## config.mk

```make
export PLATFORM = sky130hd
export DESIGN_NAME = config_bitstream_parser
export DESIGN_NICKNAME = d
export VERILOG_FILES = /design/src/rtl/cbp_pkg.sv /design/src/rtl/cbp_front.sv /design/src/rtl/cbp_back.sv /design/src/rtl/config_bitstream_parser.sv
export VERILOG_INCLUDE_DIRS = /design/src /design/src/rtl
export SDC_FILE = /design/constraint.sdc
export NUM_CORES = 2
export LEC_CHECK = 0
export CORE_UTILIZATION = 55
export DETAILED_ROUTE_END_ITERATION = 10
export DONT_BUFFER_PORTS = 1
export PLACE_DENSITY = 0.7
export SLEW_MARGIN = 20
export SYNTH_ARGS = -nofsm -noshare
export SYNTH_HDL_FRONTEND = slang
export SYNTH_SLANG_ARGS = --single-unit
```

## constraint.sdc

```tcl
create_clock -name clk -period 9.9 [get_ports clk]
set_input_delay 0.99 -clock clk [delete_from_list [all_inputs] [get_ports clk]]
set_output_delay 0.99 -clock clk [all_outputs]
set_load 0.05 [all_outputs]
```

## src/rtl/assert_macros.svh

```systemverilog
// assertion macros shared by the parser rtl
// depends on a clk and an rst_n in the scope of use
`ifndef ASSERT_MACROS_SVH
`define ASSERT_MACROS_SVH

// implication checked at every rising edge outside reset
`define CBP_ASSERT(lbl, prop, msg) \
  lbl: assert property (@(posedge clk) disable iff (!rst_n) prop) else $error(msg);

// check of post in the cycle after pre, outside reset
`define CBP_ASSERT_NEXT(lbl, pre, post, msg) \
  lbl: assert property (@(posedge clk) disable iff (!rst_n) (pre) |=> (post)) else $error(msg);

`endif

```

## src/rtl/cbp_pkg.sv

```systemverilog
// shared types, codes and the crc step of the configuration bitstream parser
// no dependencies
`timescale 1ns / 1ps

package cbp_pkg;

  typedef enum logic [3:0] {
    PH_HUNT      = 4'd0,
    PH_CMD       = 4'd1,
    PH_CMNT_OPEN = 4'd2,
    PH_CMNT      = 4'd3,
    PH_ARG       = 4'd4,
    PH_CRAM      = 4'd5,
    PH_BRAM      = 4'd6,
    PH_TRAIL     = 4'd7,
    PH_STOP      = 4'd8
  } phase_t;

  // event codes
  localparam logic [2:0] EV_CRAM  = 3'd0;
  localparam logic [2:0] EV_BRAM  = 3'd1;
  localparam logic [2:0] EV_CRC   = 3'd2;
  localparam logic [2:0] EV_WAKE  = 3'd3;
  localparam logic [2:0] EV_ERROR = 3'd4;

  // error codes
  localparam logic [2:0] ERR_NONE = 3'd0;
  localparam logic [2:0] ERR_END  = 3'd1;
  localparam logic [2:0] ERR_CMD  = 3'd2;
  localparam logic [2:0] ERR_ARG  = 3'd3;
  localparam logic [2:0] ERR_SIZE = 3'd4;

  // command bytes
  localparam logic [7:0] CMD_CTRL    = 8'h01;
  localparam logic [7:0] CMD_BANK    = 8'h11;
  localparam logic [7:0] CMD_CRC     = 8'h22;
  localparam logic [7:0] CMD_FREQ    = 8'h51;
  localparam logic [7:0] CMD_ROW     = 8'h62;
  localparam logic [7:0] CMD_COL     = 8'h72;
  localparam logic [7:0] CMD_PTR     = 8'h82;
  localparam logic [7:0] CMD_BOOT    = 8'h92;
  localparam logic [7:0] CMD_COMMENT = 8'hFF;

  // opcodes
  localparam logic [3:0] OP_CTRL = 4'h0;
  localparam logic [3:0] OP_BANK = 4'h1;
  localparam logic [3:0] OP_CRC  = 4'h2;
  localparam logic [3:0] OP_FREQ = 4'h5;
  localparam logic [3:0] OP_ROW  = 4'h6;
  localparam logic [3:0] OP_COL  = 4'h7;
  localparam logic [3:0] OP_PTR  = 4'h8;

  // control arguments
  localparam logic [31:0] CTL_CRAM   = 32'h01;
  localparam logic [31:0] CTL_BRAM   = 32'h03;
  localparam logic [31:0] CTL_CRCRST = 32'h05;
  localparam logic [31:0] CTL_WAKE   = 32'h06;

  localparam logic [31:0] PREAMBLE     = 32'h7EAA997E;
  localparam logic [15:0] CRC_POLY     = 16'h1021;
  localparam logic [15:0] CMNT_END     = 16'h00FF;
  localparam logic [31:0] BOOT_MASK    = 32'h0000FFDF;
  localparam logic [31:0] PTR_KEEP     = 32'h00000080;
  localparam logic [31:0] BANK_MAX     = 32'd3;
  localparam logic [31:0] FREQ_MAX     = 32'd2;

  localparam int FIFO_DEPTH = 4;
  localparam int FIFO_AW    = 2;

  typedef struct packed {
    logic       is_end;
    logic [7:0] data;
  } item_t;

  typedef struct packed {
    logic [FIFO_AW:0] level;
  } front_stat_t;

  typedef struct packed {
    logic stopped;
  } back_stat_t;

  // one byte through the crc, msb first
  function automatic logic [15:0] crc_step(input logic [15:0] crc, input logic [7:0] b);
    logic [15:0] c;
    logic        fb;
    c = crc;
    for (int i = 7; i >= 0; i--) begin
      fb = c[15] ^ b[i];
      c  = {c[14:0], 1'b0};
      if (fb) begin
        c = c ^ CRC_POLY;
      end
    end
    return c;
  endfunction

endpackage

```

## src/rtl/cbp_front.sv

```systemverilog
// front end: takes stream words and queues them as classified items
// depends on cbp_pkg
`timescale 1ns / 1ps

module cbp_front (
  input  logic               clk,
  input  logic               rst_n,
  input  logic               in_tvalid,
  output logic               in_tready,
  input  logic [7:0]         in_tdata,   // [7:0] in_byte
  input  logic               in_tuser,   // [0] stream_end
  output logic               item_valid,
  output cbp_pkg::item_t     item,
  input  logic               item_take,
  output cbp_pkg::front_stat_t stat
);

  cbp_pkg::item_t                  mem [cbp_pkg::FIFO_DEPTH];
  logic [cbp_pkg::FIFO_AW-1:0]     wr_ptr_r, rd_ptr_r;
  logic [cbp_pkg::FIFO_AW:0]       level_r;
  logic                            push, pop;

  assign in_tready  = (level_r != (cbp_pkg::FIFO_AW+1)'(cbp_pkg::FIFO_DEPTH));
  assign push       = in_tvalid && in_tready;
  assign item_valid = (level_r != '0);
  assign pop        = item_take && item_valid;
  assign item       = mem[rd_ptr_r];
  assign stat.level = level_r;

  // queue storage
  always_ff @(posedge clk) begin
    if (push) begin
      mem[wr_ptr_r] <= '{is_end: in_tuser, data: in_tdata};
    end
  end

  // queue pointers
  always_ff @(posedge clk) begin
    if (!rst_n) begin
      wr_ptr_r <= '0;
      rd_ptr_r <= '0;
      level_r  <= '0;
    end else begin
      if (push) wr_ptr_r <= wr_ptr_r + 1'b1;
      if (pop)  rd_ptr_r <= rd_ptr_r + 1'b1;
      if (push && !pop)      level_r <= level_r + 1'b1;
      else if (pop && !push) level_r <= level_r - 1'b1;
    end
  end

endmodule

```

## src/rtl/cbp_back.sv

```systemverilog
// back end: command decoder, crc and write sequencer with output register
// depends on cbp_pkg
`timescale 1ns / 1ps

module cbp_back #(
  parameter int ADDR_WIDTH = 16
) (
  input  logic                clk,
  input  logic                rst_n,
  input  logic                item_valid,
  input  cbp_pkg::item_t      item,
  output logic                item_take,
  output logic                out_tvalid,
  input  logic                out_tready,
  output logic [39:0]         out_tdata,
  output logic [2:0]          out_tuser,
  output cbp_pkg::back_stat_t stat
);

  localparam logic [31:0] LIMIT = 32'd1 << ADDR_WIDTH;

  cbp_pkg::phase_t phase_r, phase_nxt;
  logic [15:0] crc_r, crc_nxt, saved_r, saved_nxt;
  logic [31:0] win_r, win_nxt;
  logic [7:0]  cmd_r, cmd_nxt;
  logic [3:0]  pend_r, pend_nxt;
  logic [1:0]  bank_r, bank_nxt, freq_r, freq_nxt;
  logic        boot_r, boot_nxt;
  logic [16:0] crow_r, crow_nxt, brow_r, brow_nxt;
  logic [15:0] ccol_r, ccol_nxt, bcol_r, bcol_nxt;
  logic [ADDR_WIDTH:0]   ptr_r, ptr_nxt, rem_r, rem_nxt;
  logic [ADDR_WIDTH-1:0] idx_r, idx_nxt;
  logic [32:0] cprod_r, bprod_r;

  logic        ov_r, ov_nxt, om_r, om_nxt;
  logic [2:0]  oev_r, oev_nxt, oerr_r, oerr_nxt;
  logic [15:0] oaddr_r, oaddr_nxt;
  logic [7:0]  odat_r, odat_nxt;

  logic        take, live;
  logic [7:0]  b;
  logic [31:0] arg, n_c, n_b, ptr_sum, wr_n;
  logic [3:0]  op;
  logic        last_arg, cmd_ok, cram_big, bram_big;
  logic        ex_err3, ex_err4, ex_wake, wr_cram, wr_bram, wr_zero;

  assign take      = item_valid && (!ov_r || out_tready);
  assign item_take = take;
  assign live      = take && (phase_r != cbp_pkg::PH_STOP);
  assign b         = item.data;
  assign arg       = {win_r[23:0], b};
  assign op        = cmd_r[7:4];
  assign last_arg  = (pend_r == 4'd1);

  // byte counts from registered products
  assign n_c     = {2'b00, cprod_r[32:3]};
  assign n_b     = {2'b00, bprod_r[32:3]};
  assign ptr_sum = 32'(ptr_r) + n_b;

  // command decode and argument checks
  always_comb begin
    cmd_ok   = (b inside {cbp_pkg::CMD_CTRL, cbp_pkg::CMD_BANK, cbp_pkg::CMD_CRC,
                          cbp_pkg::CMD_FREQ, cbp_pkg::CMD_ROW, cbp_pkg::CMD_COL,
                          cbp_pkg::CMD_PTR, cbp_pkg::CMD_BOOT});
    cram_big = (n_c > LIMIT);
    bram_big = (n_b > LIMIT) || (ptr_sum > LIMIT);
    ex_err3  = 1'b0;
    ex_err4  = 1'b0;
    ex_wake  = 1'b0;
    wr_cram  = 1'b0;
    wr_bram  = 1'b0;
    case (op)
      cbp_pkg::OP_CTRL: begin
        ex_err3 = !(arg inside {cbp_pkg::CTL_CRAM, cbp_pkg::CTL_BRAM,
                                cbp_pkg::CTL_CRCRST, cbp_pkg::CTL_WAKE});
        ex_wake = (arg == cbp_pkg::CTL_WAKE);
        ex_err4 = ((arg == cbp_pkg::CTL_CRAM) && cram_big) ||
                  ((arg == cbp_pkg::CTL_BRAM) && bram_big);
        wr_cram = (arg == cbp_pkg::CTL_CRAM) && !cram_big;
        wr_bram = (arg == cbp_pkg::CTL_BRAM) && !bram_big;
      end
      cbp_pkg::OP_BANK: ex_err3 = (arg > cbp_pkg::BANK_MAX);
      cbp_pkg::OP_FREQ: ex_err3 = (arg > cbp_pkg::FREQ_MAX);
      cbp_pkg::OP_PTR:  ex_err3 = (arg != '0) && (arg != cbp_pkg::PTR_KEEP);
      cbp_pkg::OP_CRC, cbp_pkg::OP_ROW, cbp_pkg::OP_COL: ex_err3 = 1'b0;
      default:          ex_err3 = ((arg & cbp_pkg::BOOT_MASK) != '0);
    endcase
    wr_n    = wr_bram ? n_b : n_c;
    wr_zero = (wr_n == '0);
  end

  // next phase
  always_comb begin
    phase_nxt = phase_r;
    if (live) begin
      if (item.is_end) begin
        phase_nxt = cbp_pkg::PH_STOP;
      end else begin
        case (phase_r)
          cbp_pkg::PH_HUNT: begin
            if (arg == cbp_pkg::PREAMBLE) phase_nxt = cbp_pkg::PH_CMD;
          end
          cbp_pkg::PH_CMD: begin
            if (b == cbp_pkg::CMD_COMMENT) phase_nxt = cbp_pkg::PH_CMNT_OPEN;
            else if (!cmd_ok)              phase_nxt = cbp_pkg::PH_STOP;
            else                           phase_nxt = cbp_pkg::PH_ARG;
          end
          cbp_pkg::PH_CMNT_OPEN: begin
            phase_nxt = (b != 8'h00) ? cbp_pkg::PH_STOP : cbp_pkg::PH_CMNT;
          end
          cbp_pkg::PH_CMNT: begin
            if (arg[15:0] == cbp_pkg::CMNT_END) phase_nxt = cbp_pkg::PH_CMD;
          end
          cbp_pkg::PH_ARG: begin
            if (last_arg) begin
              if (ex_err3 || ex_err4 || ex_wake) phase_nxt = cbp_pkg::PH_STOP;
              else if ((wr_cram || wr_bram) && wr_zero) phase_nxt = cbp_pkg::PH_TRAIL;
              else if (wr_cram) phase_nxt = cbp_pkg::PH_CRAM;
              else if (wr_bram) phase_nxt = cbp_pkg::PH_BRAM;
              else              phase_nxt = cbp_pkg::PH_CMD;
            end
          end
          cbp_pkg::PH_CRAM, cbp_pkg::PH_BRAM: begin
            if (rem_r == (ADDR_WIDTH+1)'(1)) phase_nxt = cbp_pkg::PH_TRAIL;
          end
          cbp_pkg::PH_TRAIL: begin
            if (pend_r == 4'd1) phase_nxt = cbp_pkg::PH_CMD;
          end
          default: phase_nxt = phase_r;
        endcase
      end
    end
  end

  // datapath and result word
  always_comb begin
    crc_nxt = crc_r;   saved_nxt = saved_r; win_nxt = win_r;  cmd_nxt = cmd_r;
    pend_nxt = pend_r; bank_nxt = bank_r;   freq_nxt = freq_r; boot_nxt = boot_r;
    crow_nxt = crow_r; ccol_nxt = ccol_r;   brow_nxt = brow_r; bcol_nxt = bcol_r;
    ptr_nxt = ptr_r;   rem_nxt = rem_r;     idx_nxt = idx_r;
    ov_nxt = ov_r && !out_tready;
    oev_nxt = oev_r; oerr_nxt = oerr_r; om_nxt = om_r; oaddr_nxt = oaddr_r;
    odat_nxt = odat_r;
    if (take) begin
      ov_nxt    = 1'b0;
      oev_nxt   = cbp_pkg::EV_ERROR;
      oerr_nxt  = cbp_pkg::ERR_NONE;
      om_nxt    = 1'b0;
      oaddr_nxt = '0;
      odat_nxt  = '0;
    end
    if (live) begin
      if (item.is_end) begin
        ov_nxt   = 1'b1;
        oerr_nxt = cbp_pkg::ERR_END;
      end else begin
        crc_nxt = cbp_pkg::crc_step(crc_r, b);
        case (phase_r)
          cbp_pkg::PH_HUNT: win_nxt = arg;
          cbp_pkg::PH_CMD: begin
            saved_nxt = crc_r;
            cmd_nxt   = b;
            if (b != cbp_pkg::CMD_COMMENT) begin
              if (!cmd_ok) begin
                ov_nxt   = 1'b1;
                oerr_nxt = cbp_pkg::ERR_CMD;
              end else begin
                pend_nxt = b[3:0];
                win_nxt  = '0;
              end
            end
          end
          cbp_pkg::PH_CMNT_OPEN: begin
            if (b != 8'h00) begin
              ov_nxt   = 1'b1;
              oerr_nxt = cbp_pkg::ERR_ARG;
            end else begin
              win_nxt = '0;
            end
          end
          cbp_pkg::PH_CMNT: win_nxt = arg;
          cbp_pkg::PH_ARG: begin
            win_nxt  = arg;
            pend_nxt = pend_r - 4'd1;
            if (last_arg) begin
              if (ex_err3) begin
                ov_nxt   = 1'b1;
                oerr_nxt = cbp_pkg::ERR_ARG;
              end else if (ex_err4) begin
                ov_nxt   = 1'b1;
                oerr_nxt = cbp_pkg::ERR_SIZE;
              end else begin
                case (op)
                  cbp_pkg::OP_CTRL: begin
                    if (ex_wake) begin
                      ov_nxt  = 1'b1;
                      oev_nxt = cbp_pkg::EV_WAKE;
                    end
                    if (arg == cbp_pkg::CTL_CRCRST) crc_nxt = '0;
                    if (wr_cram || wr_bram) begin
                      rem_nxt = (ADDR_WIDTH+1)'(wr_n);
                      idx_nxt = wr_bram ? ptr_r[ADDR_WIDTH-1:0] : '0;
                      if (wr_zero) pend_nxt = 4'd2;
                    end
                  end
                  cbp_pkg::OP_BANK: bank_nxt = arg[1:0];
                  cbp_pkg::OP_CRC: begin
                    ov_nxt  = 1'b1;
                    oev_nxt = cbp_pkg::EV_CRC;
                    om_nxt  = (arg[15:0] == saved_r);
                  end
                  cbp_pkg::OP_FREQ: freq_nxt = arg[1:0];
                  cbp_pkg::OP_ROW: begin
                    if (crow_r != '0) brow_nxt = 17'(arg[15:0]) + 17'd1;
                    else              crow_nxt = 17'(arg[15:0]) + 17'd1;
                  end
                  cbp_pkg::OP_COL: begin
                    if (ccol_r != '0) bcol_nxt = arg[15:0];
                    else              ccol_nxt = arg[15:0];
                  end
                  cbp_pkg::OP_PTR: begin
                    if (arg == '0) ptr_nxt = '0;
                  end
                  default: boot_nxt = arg[5];
                endcase
              end
            end
          end
          cbp_pkg::PH_CRAM, cbp_pkg::PH_BRAM: begin
            ov_nxt    = 1'b1;
            oev_nxt   = (phase_r == cbp_pkg::PH_BRAM) ? cbp_pkg::EV_BRAM : cbp_pkg::EV_CRAM;
            oaddr_nxt = 16'(idx_r);
            odat_nxt  = b;
            idx_nxt   = idx_r + 1'b1;
            rem_nxt   = rem_r - 1'b1;
            if (phase_r == cbp_pkg::PH_BRAM) ptr_nxt = ptr_r + 1'b1;
            if (rem_r == (ADDR_WIDTH+1)'(1)) pend_nxt = 4'd2;
          end
          cbp_pkg::PH_TRAIL: pend_nxt = pend_r - 4'd1;
          default: pend_nxt = pend_r;
        endcase
      end
    end
  end

  // frame size products, registered from the size registers
  always_ff @(posedge clk) begin
    cprod_r <= 33'(ccol_r) * 33'(crow_r);
    bprod_r <= 33'(bcol_r) * 33'(brow_r);
  end

  // state registers
  always_ff @(posedge clk) begin
    if (!rst_n) begin
      phase_r <= cbp_pkg::PH_HUNT;
      crc_r <= '0; saved_r <= '0; win_r <= '0; cmd_r <= '0; pend_r <= '0;
      bank_r <= '0; freq_r <= '0; boot_r <= 1'b0;
      crow_r <= '0; ccol_r <= '0; brow_r <= '0; bcol_r <= '0;
      ptr_r <= '0; rem_r <= '0; idx_r <= '0;
      ov_r <= 1'b0;
    end else begin
      phase_r <= phase_nxt;
      crc_r <= crc_nxt; saved_r <= saved_nxt; win_r <= win_nxt; cmd_r <= cmd_nxt;
      pend_r <= pend_nxt; bank_r <= bank_nxt; freq_r <= freq_nxt; boot_r <= boot_nxt;
      crow_r <= crow_nxt; ccol_r <= ccol_nxt; brow_r <= brow_nxt; bcol_r <= bcol_nxt;
      ptr_r <= ptr_nxt; rem_r <= rem_nxt; idx_r <= idx_nxt;
      ov_r <= ov_nxt;
    end
  end

  // result word payload, with the mode fields as they stood at emission
  logic [1:0] obank_r, ofreq_r;
  logic       oboot_r;
  always_ff @(posedge clk) begin
    oev_r <= oev_nxt; oerr_r <= oerr_nxt; om_r <= om_nxt;
    oaddr_r <= oaddr_nxt; odat_r <= odat_nxt;
    if (take) begin
      obank_r <= bank_r;
      ofreq_r <= freq_r;
      oboot_r <= boot_r;
    end
  end

  assign out_tvalid   = ov_r;
  assign out_tuser    = oev_r;
  assign out_tdata    = {7'b0, oboot_r, ofreq_r, oerr_r, om_r, odat_r, oaddr_r, obank_r};
  assign stat.stopped = (phase_r == cbp_pkg::PH_STOP);

endmodule

```

## src/rtl/config_bitstream_parser.sv

```systemverilog
// Configuration bitstream parser, top level.
// Input stream: one word per configuration byte, in_tdata carries the byte and
// in_tuser marks the end of the source (such a word carries no byte). Every
// byte feeds a crc-16 (0x1021, msb first); the parser hunts for the preamble,
// skips comments and decodes bank, frequency, size, pointer, boot, crc and
// data-write commands.
// Output stream: at most one word per input word: cram/bram data bytes with
// their address, crc check results, wake-up and errors (event in out_tuser).
// Throughput: one word per cycle while the receiver takes every result. A word
// is written into a four-entry queue, then passes the decoder, and its result
// word is registered in the output register. The frame size products are
// registered from the size registers, ahead of any write that uses them.
// Reset clears the queue, the parser state and the output valid flag; the
// parser then hunts for the preamble. After wake-up or an error the parser
// swallows all further words until reset. When the receiver stalls, the
// result is held and the queue fills, dropping in_tready once it is full.
// depends on cbp_pkg, cbp_front, cbp_back, assert_macros.svh
`timescale 1ns / 1ps
`include "assert_macros.svh"

module config_bitstream_parser #(
  parameter int ADDR_WIDTH = 16
) (
  input  logic        clk,
  input  logic        rst_n,
  input  logic        in_tvalid,
  output logic        in_tready,
  input  logic [7:0]  in_tdata,   // [7:0] in_byte
  input  logic        in_tuser,   // [0] stream_end
  output logic        out_tvalid,
  input  logic        out_tready,
  // [1:0] bank, [17:2] address, [25:18] data_out, [26] crc_match,
  // [29:27] error_code, [31:30] freq_setting, [32] warmboot
  output logic [39:0] out_tdata,
  output logic [2:0]  out_tuser   // [2:0] event_res
);

  logic                  item_valid, item_take;
  cbp_pkg::item_t        item;
  cbp_pkg::front_stat_t  fstat;
  cbp_pkg::back_stat_t   bstat;

  // input queue
  cbp_front u_front (
    .clk, .rst_n, .in_tvalid, .in_tready, .in_tdata, .in_tuser,
    .item_valid, .item, .item_take, .stat(fstat)
  );

  // parser
  cbp_back #(.ADDR_WIDTH(ADDR_WIDTH)) u_back (
    .clk, .rst_n, .item_valid, .item, .item_take,
    .out_tvalid, .out_tready, .out_tdata, .out_tuser, .stat(bstat)
  );

  `CBP_ASSERT(a_level, fstat.level <= (cbp_pkg::FIFO_AW+1)'(cbp_pkg::FIFO_DEPTH), "queue overfilled")
  `CBP_ASSERT_NEXT(a_quiet, bstat.stopped && !out_tvalid, !out_tvalid, "word after stop")
  `CBP_ASSERT(a_stop, out_tvalid && (out_tuser == cbp_pkg::EV_ERROR || out_tuser == cbp_pkg::EV_WAKE) |-> bstat.stopped, "no stop after final event")

endmodule

```

==> impl_metrics.env <==
export IMPL_synthDominantCellAreaShare_pct=26.1
export IMPL_hp_start="u_back.boot_r"
export IMPL_die_width_um=243
export IMPL_initial_utilization_pct=55.6
export IMPL_yosysTopAreaCell="fa_1"
export IMPL_yosys_top_cells_area="fa_1, dfxtp_1, ha_1, nand2_1, inv_1"
export IMPL_reg2regPathDepth=23
export IMPL_power_switching_uw=1370
export IMPL_power_total_uw=3940
export IMPL_synth_compound_area_share_pct=10.3
export IMPL_firstDrtPassIters=6
export IMPL_drive_above_1_share_pct=4.08
export IMPL_fin_area_um2=33500
export IMPL_path_class="flip-flop to flip-flop"
export IMPL_slew_headroom_pct=35.2
export IMPL_routed_via_density=5.73
export IMPL_crit_required_ps=10370
export IMPL_p_clk_share_pct=36.8
export IMPL_cts_tree="built"
export IMPL_final_cells=4243
export IMPL_ys_top_cells_by_count="nand2_1, inv_1, fa_1"
export IMPL_switching_share_pct=34.9
export IMPL_critPathBufInv=5
export IMPL_ys_types=92
export IMPL_routabilityCongestion=0.924
export IMPL_seq_power_share_pct=40.6
export IMPL_synth_cell_area_um2=32100
export IMPL_cts_made_buffers=39
export IMPL_wire_per_inst_um=18.6
export IMPL_synth_simple_area_share_pct=18.0
export IMPL_io_pins=58
export IMPL_cp_startpoint="u_back.brow_r[7]"
export IMPL_fillCellCount=5092
export IMPL_core_area_um2=57700
export IMPL_path_delay_family="adder cells"
export IMPL_ys_seq_area_share_pct=21.9
export IMPL_antenna_found_initial=0
export IMPL_grt_overflow_total=0
export IMPL_critical_path_max_stage_delay_ps=790
export IMPL_post_dp_hpwl_um=58900
export IMPL_fin_tns_setup_ps=0
export IMPL_postSynthCellCount=3599
export IMPL_p_comb_share_pct=22.5
export IMPL_cts_root_buf="clkbuf_16"
export IMPL_place_inst=4175
export IMPL_crit_fanout=17
export IMPL_grt_use_total_pct=27.3
export IMPL_cts_resized=0
export IMPL_die_h_um=243
export IMPL_synth_main_ff_cell="dfxtp_1"
export IMPL_worstSetupStartpointType="flip-flop"
export IMPL_synth_xor_area_share_pct=4.01
export IMPL_max_freq_ghz=0.146
export IMPL_synth_edf_count=41
export IMPL_hold_end="u_back.oboot_r"
export IMPL_worst_setup_path_end_kind="flip-flop"
export IMPL_leakage_uw=0.0150
export IMPL_antenna_cells=0
export IMPL_clkLatencyLatePin_ps=610
export IMPL_port_buffers=0
export IMPL_drt_wl_total_um=78800
export IMPL_peakVddDrop_mv=0.147
export IMPL_grt_pass1_vias=24200
export IMPL_grt_max_degree=81
export IMPL_cts_sinks=331
export IMPL_regToRegEndpoint="u_back.bprod_r[29]"
export IMPL_power_density_nw_per_um2=118
export IMPL_ys_async_sr_fraction_pct=0
export IMPL_cp_arrival_ps=7320
export IMPL_synth_top_family_by_area="adder cells"
export IMPL_status="completed"
export IMPL_cts_setup_buffers=0
export IMPL_rsz0062_at_grt="false"
export IMPL_max_cap_violations=0
export IMPL_area_growth_pct=4.41
export IMPL_tightest_slew_ps=971
export IMPL_finClkSkew_ps=42.1
export IMPL_postCtsHoldBufs=0
export IMPL_clk_pin_slew_ps=60
export IMPL_synthAdderAreaFrac_pct=35.4
export IMPL_rows=88
export IMPL_p_int_uw=2560
export IMPL_rrSetupSlack_ps=3050
export IMPL_maxSlewViolCount=0
export IMPL_whs_path_depth=0
export IMPL_synth_seq_cells=331
export IMPL_drcViolationCount=0
export IMPL_hp_class="flip-flop to flip-flop"
export IMPL_finalCritPeriodShare_pct=69.2
export IMPL_dieArea_um2=59300
export IMPL_cts_buffer_depth=3
export IMPL_yosysMostFrequentCell="nand2_1"
export IMPL_worst_path_most_repeated_cell="fa_1"
export IMPL_crit_slowest_cell="dfxtp_1"
export IMPL_syn_mean_instance_area_um2=8.91
export IMPL_cp_cell_sequence="nand2_1, fa_1, inv_1, fa_1, inv_1, fa_1, fa_1, inv_1, fa_1, inv_1, fa_1, inv_1, ha_1, nand3_1, a21oi_1, o31ai_1, a31o_2, nand2b_1, o31ai_1, a221oi_1, a21oi_1, a41oi_1, xnor2_1"
export IMPL_rr_startpoint="u_back.brow_r[7]"
export IMPL_grt_pass1_wl_um=130000
export IMPL_hold_violations=0
export IMPL_place_area_um2=32200
export IMPL_routed_via_count=24300
export IMPL_synth_mux_area_share_pct=1.44
export IMPL_ant_nets=0
export IMPL_nNetsFinal=4120
export IMPL_drt_iter0_drc=1883
export IMPL_finalSetupViolCount=0
export IMPL_yosys_warnings=0
export IMPL_fin_crit_ps=6850
export IMPL_utilization_pct=58.0
export IMPL_htreeDepth=2
worst reg2reg max path, delay by kind of cell (launching register included):
family | cells | cell delay [ps]
AO/OA/AOI/OAI | 7 | 1740
XOR/XNOR | 1 | 150
adder cells (fa/ha/maj) | 7 | 3360
buffers and inverters | 5 | 240
flip-flops | 1 | 790
AND/OR/NAND/NOR | 3 | 470
placed cells by master (no fill, tap or decap), drive strengths merged, types with 9 or more instances in the layout:
cell	synthesis	routed
a211oi	31	31
a21o	25	25
a21oi	163	163
a221oi	11	11
a22o	39	39
a22oi	20	20
and2	185	185
and3	23	23
buf	34	23
clkbuf	183	50
clkinv	0	9
dfxtp	290	290
edfxtp	41	41
fa	418	418
ha	238	238
inv	485	488
mux2	10	10
mux2i	14	14
mux4	9	9
nand2	563	563
nand2b	17	17
nand3	76	76
nand4	22	22
nor2	186	186
nor3	38	38
nor4	38	38
o21a	32	32
o21ai	88	88
o21bai	11	11
o31ai	10	10
or3	21	21
xnor2	98	98
xor2	49	49
registers in the layout, indices dropped and copies added (netlist names), 17 cells and up, named ones only:
| signal | count |
|---|---|
| u_back.bprod_r | 30 |
| u_back.rem_r | 17 |
| u_back.win_r | 24 |
| u_back.brow_r | 17 |
| u_back.ptr_r | 17 |
| u_front.mem | 36 |
| u_back.cprod_r | 30 |
| u_back.crow_r | 17 |
cell type report:
cell class,count,area [um^2],area share (%)
clock buffers,50,1050,3.13
clock inverters,18,213,0.635
inverters,485,1820,5.44
multi-input cells,2571,22200,66.4
flip-flops and latches,331,7040,21.0
well taps,765,957,2.86
repair buffers,23,173,0.516
power by group through the flow:
stage / registers, uW / clock network, uW / logic, uW
finish: 1600 / 1450 / 887
global route: 1610 / 1520 / 953
CTS: 1600 / 1470 / 871
detailed placement: 1630 / 0 / 863
global placement: 1630 / 0 / 862
floorplan: 1550 / 0 / 706
kinds of logic after synthesis:
group,after synthesis
AND/OR/NAND/NOR,1225
buffers and inverters,703
adder cells (fa/ha/maj),656
AO/OA/AOI/OAI,503
flip-flops,331
XOR/XNOR,147
multiplexers,33
other,1
worst max-delay path by stage:
stage                    endpoint  slack (ps)  depth (start not counted)
6_report       u_back.bprod_r[29]        3050                         23
3_5_place_dp   u_back.bprod_r[29]        3150                         23
3_3_place_gp   u_back.bprod_r[29]        3200                         23
2_1_floorplan  u_back.cprod_r[31]        3670                         23
4_1_cts        u_back.bprod_r[29]        3130                         23
5_1_grt        u_back.bprod_r[29]        2550                         23
through the flow:
step | setup WS [ps] | hold WS [ps]
detailed placement | 3150 | 415
global placement | 3200 | 430
global route | 2550 | 470
floorplan | 3670 | 408
CTS | 3130 | 443
finish | 3050 | 446
layer usage:
layer | global-route usage (%) | vias up | routed length, um
li1 | - | 11300 | -
met1 | 37.9 | 11900 | 34300
met2 | 43.2 | 929 | 35900
met3 | 3.97 | 174 | 5630
met4 | 10.1 | 0 | 2960
met5 | 0 | - | 0
No activity file was read; power rests on OpenSTA's default activity.
